--- config.mk ---
export PLATFORM = sky130hd
export DESIGN_NAME = p2d_div
export DESIGN_NICKNAME = d
export VERILOG_FILES = /design/src/sv/p2d_div.sv
export SDC_FILE = /design/constraint.sdc
export NUM_CORES = 1
export LEC_CHECK = 0
export ABC_CLOCK_PERIOD_IN_PS = 5200
export BUFFER_PORTS_ARGS = -buffer_cell sky130_fd_sc_hd__buf_4
export CAP_MARGIN = 20
export CELL_PAD_IN_SITES_DETAIL_PLACEMENT = 1
export CELL_PAD_IN_SITES_GLOBAL_PLACEMENT = 1
export CORE_MARGIN = 5
export CORE_UTILIZATION = 46
export DETAILED_ROUTE_END_ITERATION = 8
export GPL_ROUTABILITY_DRIVEN = 1
export PLACE_DENSITY = 0.84
export SLEW_MARGIN = 0
export SYNTH_ARGS = -nofsm -noshare
export SYNTH_HDL_FRONTEND = slang
export SYNTH_SLANG_ARGS = --single-unit
--- constraint.sdc ---
create_clock -name i_clk -period 5.2 [get_ports i_clk]
set_clock_uncertainty 0.2 [all_clocks]
set_input_delay 0 -clock i_clk [delete_from_list [all_inputs] [get_ports i_clk]]
set_output_delay 0 -clock i_clk [all_outputs]
set_load 0.005 [all_outputs]
--- src/sv/p2d_div.sv ---
// Multi-cycle signed divider, restoring, one quotient bit per cycle, truncates toward zero.
`default_nettype none

module p2d_div #(
    parameter int DIVIDEND_W = 22,
    parameter int DIVISOR_W  = 6
) (
    input  wire logic                         i_clk,
    input  wire logic                         i_rst_n,
    input  wire logic                         i_start,
    input  wire logic signed [DIVIDEND_W-1:0] i_dividend,
    input  wire logic        [DIVISOR_W-1:0]  i_divisor,
    output logic                              o_done,
    output logic signed      [DIVIDEND_W-1:0] o_quotient
);

    localparam int CNT_W = $clog2(DIVIDEND_W);

    logic                  r_busy;
    logic                  r_done;
    logic                  r_neg;
    logic [CNT_W-1:0]      r_cnt;
    logic [DIVISOR_W-1:0]  r_rem;
    logic [DIVIDEND_W-1:0] r_quo;
    logic [DIVISOR_W-1:0]  r_dvs;

    logic [DIVISOR_W:0]    trial;
    logic                  fits;
    logic [DIVISOR_W:0]    rem_diff;

    // One restoring step: shift in the next dividend bit, subtract if it fits
    always_comb begin
        trial    = {r_rem, r_quo[DIVIDEND_W-1]};
        fits     = (trial >= {1'b0, r_dvs});
        rem_diff = trial - {1'b0, r_dvs};
    end

    always_ff @(posedge i_clk) begin
        if (!i_rst_n) begin
            r_busy <= 1'b0;
            r_done <= 1'b0;
            r_cnt  <= '0;
        end else begin
            r_done <= 1'b0;
            if (i_start) begin
                r_busy <= 1'b1;
                r_cnt  <= '0;
                r_neg  <= i_dividend[DIVIDEND_W-1];
                r_quo  <= i_dividend[DIVIDEND_W-1] ? DIVIDEND_W'(-i_dividend)
                                                   : DIVIDEND_W'(i_dividend);
                r_rem  <= '0;
                r_dvs  <= i_divisor;
            end else if (r_busy) begin
                r_rem <= fits ? rem_diff[DIVISOR_W-1:0] : trial[DIVISOR_W-1:0];
                r_quo <= {r_quo[DIVIDEND_W-2:0], fits};
                r_cnt <= r_cnt + 1'b1;
                if (r_cnt == CNT_W'(DIVIDEND_W - 1)) begin
                    r_busy <= 1'b0;
                    r_done <= 1'b1;
                end
            end
        end
    end

    // Restore the sign of the magnitude quotient
    assign o_done     = r_done;
    assign o_quotient = r_neg ? -$signed(r_quo) : $signed(r_quo);

endmodule

`default_nettype wire

Yosys cells after proc, flatten, opt, wreduce, memory -nomap -nowiden
Cells that the tools add are included.
{"block": "totals", "register_bits": 42, "out_inout_bits": 23, "elab_cells": 30}
{"block": "classes", "n_addsub": 4, "n_lt_le_gt_ge": 1, "n_eq_ne": 1, "n_mux": 10, "bitwise": 2, "n_reduce_logical": 5}
{"op": "$mux W22", "count": 4}
{"op": "$neg A22 Y22", "count": 2}
{"op": "$mux W6", "count": 2}
{"op": "$ge A7 B6 Y1", "count": 1}
{"op": "$sub A6 B6 Y6", "count": 1}
{"op": "$add A5 B1 Y5 const B", "count": 1}
{"op": "$eq A5 B5 Y1 const B", "count": 1}
{"op": "$mux W1", "count": 4}
{"op": "$reduce_and A2 Y1", "count": 2}
{"op": "$reduce_or A3 Y1", "count": 1}
{"op": "$not A1 Y1", "count": 2}
{"op": "$reduce_bool A2 Y1", "count": 1}
{"op": "$reduce_or A2 Y1", "count": 1}

Logic depth before layout (Yosys ltp)
{"block": "depth", "word_depth": 4, "mapped_depth": 8, "ltp_nobuf": 8}

Least setup slack after synthesis
OpenSTA, ideal clock, no wires.
{"block": "synth_timing", "path_kind": "reg2out", "startpoint": "reg r_quo[13]", "endpoint": "out o_quotient[21]", "t_arrival_ns": 2.072, "required_ns": 5.000, "path_slack_ns": 2.928, "path_stages_with_launch": 6, "path_buffers": 0, "cell_sequence": "edfxtp_1 or4_1 or2_4 or4_4 o41ai_2 xnor2_1"}
{"block": "synth_between", "elab_chain_len": 2}
{"item": "start: declaration", "line": "24", "rtl": "logic [DIVIDEND_W-1:0] r_quo;"}
{"item": "start signal: assignment", "line": "49", "rtl": "r_quo <= i_dividend[DIVIDEND_W-1] ? DIVIDEND_W'(-i_dividend)"}
{"item": "start signal: assignment", "line": "55", "rtl": "r_quo <= {r_quo[DIVIDEND_W-2:0], fits};"}
{"item": "$neg A22 Y22", "line": "67", "rtl": "assign o_quotient = r_neg ? -$signed(r_quo) : $signed(r_quo);"}
{"item": "$mux W22", "line": "67"}
{"item": "end: declaration", "line": "14", "rtl": "output logic signed [DIVIDEND_W-1:0] o_quotient"}
No other way between the ends.

Final worst setup path
{"block": "layout_timing", "startpoint": "reg r_quo[8]", "endpoint": "out o_quotient[18]"}
Same word-level chain as after synthesis.

==> results <==
- The flow ran to the end, and the final reports show no timing, DRC or antenna violations.
- The number of I/O pins is 54.
- The cell area reported after detailed placement is 3230 um^2.
- The buffer depth of the longest clock path is 2.
- The largest stage delay on the critical path is 460 ps.
- The share of the clock period used by the worst path after layout is 0.545.
- The worst path in the final design needs a cycle of 2830 ps, including I/O delays and setup.
- Routability-driven placement finished with a final weighted congestion of 0.750.
- OpenSTA, run right after detailed placement, puts the worst setup slack at 2680 ps.
- Counting flops with an async set or reset pin after synthesis yields a share of 0.
- The flip-flop and latch count after synthesis is 42.
- The maximum number of pins on one net before global-route repair is 51.
- The tree is rooted in a clkbuf_8.
- The vertical die dimension is 87.7 um.
- Clock-pin slew was measured on the worst setup and hold paths at 70 ps.
- In the global route stage, overall resource usage came out at 0.227.
- The clock tree from TritonCTS is built.
- The count of final hold-check violations came to 0.
- Using the TritonRoute via totals, the vias-per-cell ratio works out to 5.77.
- The power density over the cells is 254 nW/um^2.
- The floorplan has 28 rows.
- The worst path meets setup with 2370 ps of slack.
- The number of antenna violations at the first check in global routing is 0.
- VDD sags by at most 0.122 mV.
- The number of DRC violations after detailed-routing iteration 0 is 245.
- The mapped netlist covers 2780 um^2.
- The clock buffer count from CTS is 5.
- The worst-case headroom to the max-slew limit is 0.454.
- At the pin with the least slew margin, the transition time is 814 ps.
- Compared with the post-synthesis result, the final layout area differs by 30.4%.
- The global route total overflow is 0.
- In this run the worst path has a maximum fanout of 4.
- The final-report setup violation count is 0.
- Summed over all layers, the routed wires come to 8340 um.
- Walking the worst path, the cells encountered are or3_1 > nor3_1 > nand3_1 > o41ai_1 > xnor2_1 > buf_4.
- Timing would allow up to 353 MHz.
- The required time reported for the critical path endpoint is 5000 ps.
- The critical path is of the reg2out type.
- Clock latency on the worst-skew pair, taken at its later pin, is 300 ps.
- The final total power is 919 uW.
- The first TritonRoute pass finished after 4 iterations.
- The first global-routing pass estimated 13500 um of wire.
- The count of placed standard cells including taps is 406.
- The routed layout has 2550 vias.
- The sequential cell area fraction in the yosys report is 0.429.
- The initial utilization of the core area, before any placement, comes to 0.472.
- The type of element launching the critical path is a register.
- For this run, the number of Yosys warnings is 0.
- Once detail routing completed, the nets flagged for antenna violations numbered 0.
- The total number of nets in the final design is 409.
- The number of enable-type register cells in the synthesized netlist is 35.
- Among all flip-flop cells after synthesis, the most frequent one is edfxtp_1.
- Final hold analysis gives a worst-case slack of 16.6 ps.
- Summed over all cells, the static leakage comes to 1.42 nW.
- The post-CTS repair timing setup buffer count is 0.
- The number of port buffers is 53.
- The area of the die is 7690 um^2.
- The worst hold-check path type is in2reg.
- The H-tree was split into 2 levels.
- The count of antenna diodes in the layout is 0.
- The floorplan step set the die width to 87.7 um.
- After technology mapping, the gate count stands at 288.
- The number of max-slew violations in the final report is 0.
- Setup repair after global routing left no endpoint under its margin.
- The cell family contributing the most delay on the critical path is simple AND/OR/NAND/NOR gates.
- The via count of the first global-routing pass is 2706.
- The number of distinct standard cells referenced by the synthesized netlist is 41.
- The core region is 5890 um^2.
- Data arrives at the worst endpoint at 2630 ps.
- Across the run, the number of max-cap violations was 0.
- Of the cells placed in the final design, the portion with a size suffix greater than 1 is 0.183.
- The final instance area is 3620 um^2.
- After the flow finishes, the layout carries non-filler instances totaling 442.
- The sum of buffers and inverters on the critical path is 1.
- The DRC violations left is 0.
- The largest individual stage delay along the critical path comes from the cell o41ai_1.
- After synthesis, the mean cell area works out to 9.64 um^2.
- The wire-length estimate of the detail-placed layout is 5400 um.
- The aggregate negative setup slack is 0 ps.
- The TritonCTS sink count is 42.
- The total nets after synthesis is 331.
- Measured on the finished design, the core utilization comes to 0.615.
- The endpoint kind of the worst setup timing path is an output port.
- The detailed-route wire length per cell is 18.9 um.
-- placed cells by master (no fill, tap or decap), types with 2 or more instances in the layout --
master	Yosys	layout
dlygate4sd3_1	0	28
nor3_1	2	2
nand2_1	19	19
or4_1	3	3
or4_4	3	3
nor4_1	3	3
mux2i_1	3	3
a21oi_1	22	22
dfxtp_1	7	7
o21a_1	4	4
a21o_1	3	3
o21ai_0	14	14
buf_4	1	54
or3_1	3	3
nand3_1	4	4
ha_1	11	11
o41ai_1	8	8
edfxtp_1	35	35
nand2b_1	3	3
nor2_1	36	36
clkbuf_8	0	5
a211oi_1	4	4
o31ai_1	10	10
inv_1	15	15
xor2_1	19	19
nand3b_1	2	2
xnor2_1	26	26
nand4_1	2	2
nor2b_1	3	3
a21boi_0	2	2
-- logic make-up after synthesis --
group	synth area share
AOI/OAI and AO/OA	0.171
muxes	0.0108
xor gates and xnor gates	0.142
buffers and inverters	0.0365
adders and majority gates	0.0568
and+or+nand+nor	0.155
DFF	0.429
-- repair_timing --
item                      in CTS  in global routing
hold endpoints to repair      34                  0
hold buffers                  28                  0
resized for setup              0                  0
-- layer usage --
layer	share of wire	vias up	track usage
li1	-	1197	-
met1	0.42	1264	0.273
met2	0.53	73	0.422
met3	0.036	16	0.0329
met4	0.020	0	0.0614
met5	0	-	0
-- cells in the mapped netlist (8+ instances only) --
cell type	n	area, um^2
a21oi_1	22	110
edfxtp_1	35	1050
ha_1	11	138
inv_1	15	56.3
nand2_1	19	71.3
nor2_1	36	135
o21ai_0	14	70.1
o31ai_1	10	75.1
o41ai_1	8	70.1
xnor2_1	26	228
xor2_1	19	166
-- sequential cells by signal, summed over array words and instances, names as in the netlist --
signal and cells:
r_quo 22, r_cnt 5, r_neg 1, r_rem 6, o_done 1, r_busy 1, r_dvs 6
-- final cells by class --
cell class	instances	area [um^2]
fillers	658	2260
multi-input cells	220	1490
flip-flops and latches	42	1190
repair buffers	82	686
well taps	75	93.8
clock buffers	6	72.6
inverters	15	56.3
clock inverters	2	37.5
-- path summary, 6_finish.rpt --
check | cells after the start | from | slack [ps] | end
hold reg to reg | 2 | r_cnt[1] | 350 | r_cnt[1]
hold / removal | 4 | i_dividend[4] | 20 | r_quo[4]
setup reg to reg | 6 | r_rem[1] | 2640 | r_rem[5]
setup / recovery | 6 | r_quo[8] | 2370 | o_quotient[18]
-- power by group --
part | total, mW | switching (mW) | internal, mW
clock network | 0.263 | 0.119 | 0.143
logic | 0.237 | 0.117 | 0.120
registers | 0.419 | 0.0245 | 0.395
-- tightest hold or removal path: cells and delay by family --
family                 cells  cell delay (ps)
buffers and inverters      2              130
AO/OA/AOI/OAI              1              130
XOR/XNOR                   1              120
Power figures use the tool's default switching activity.
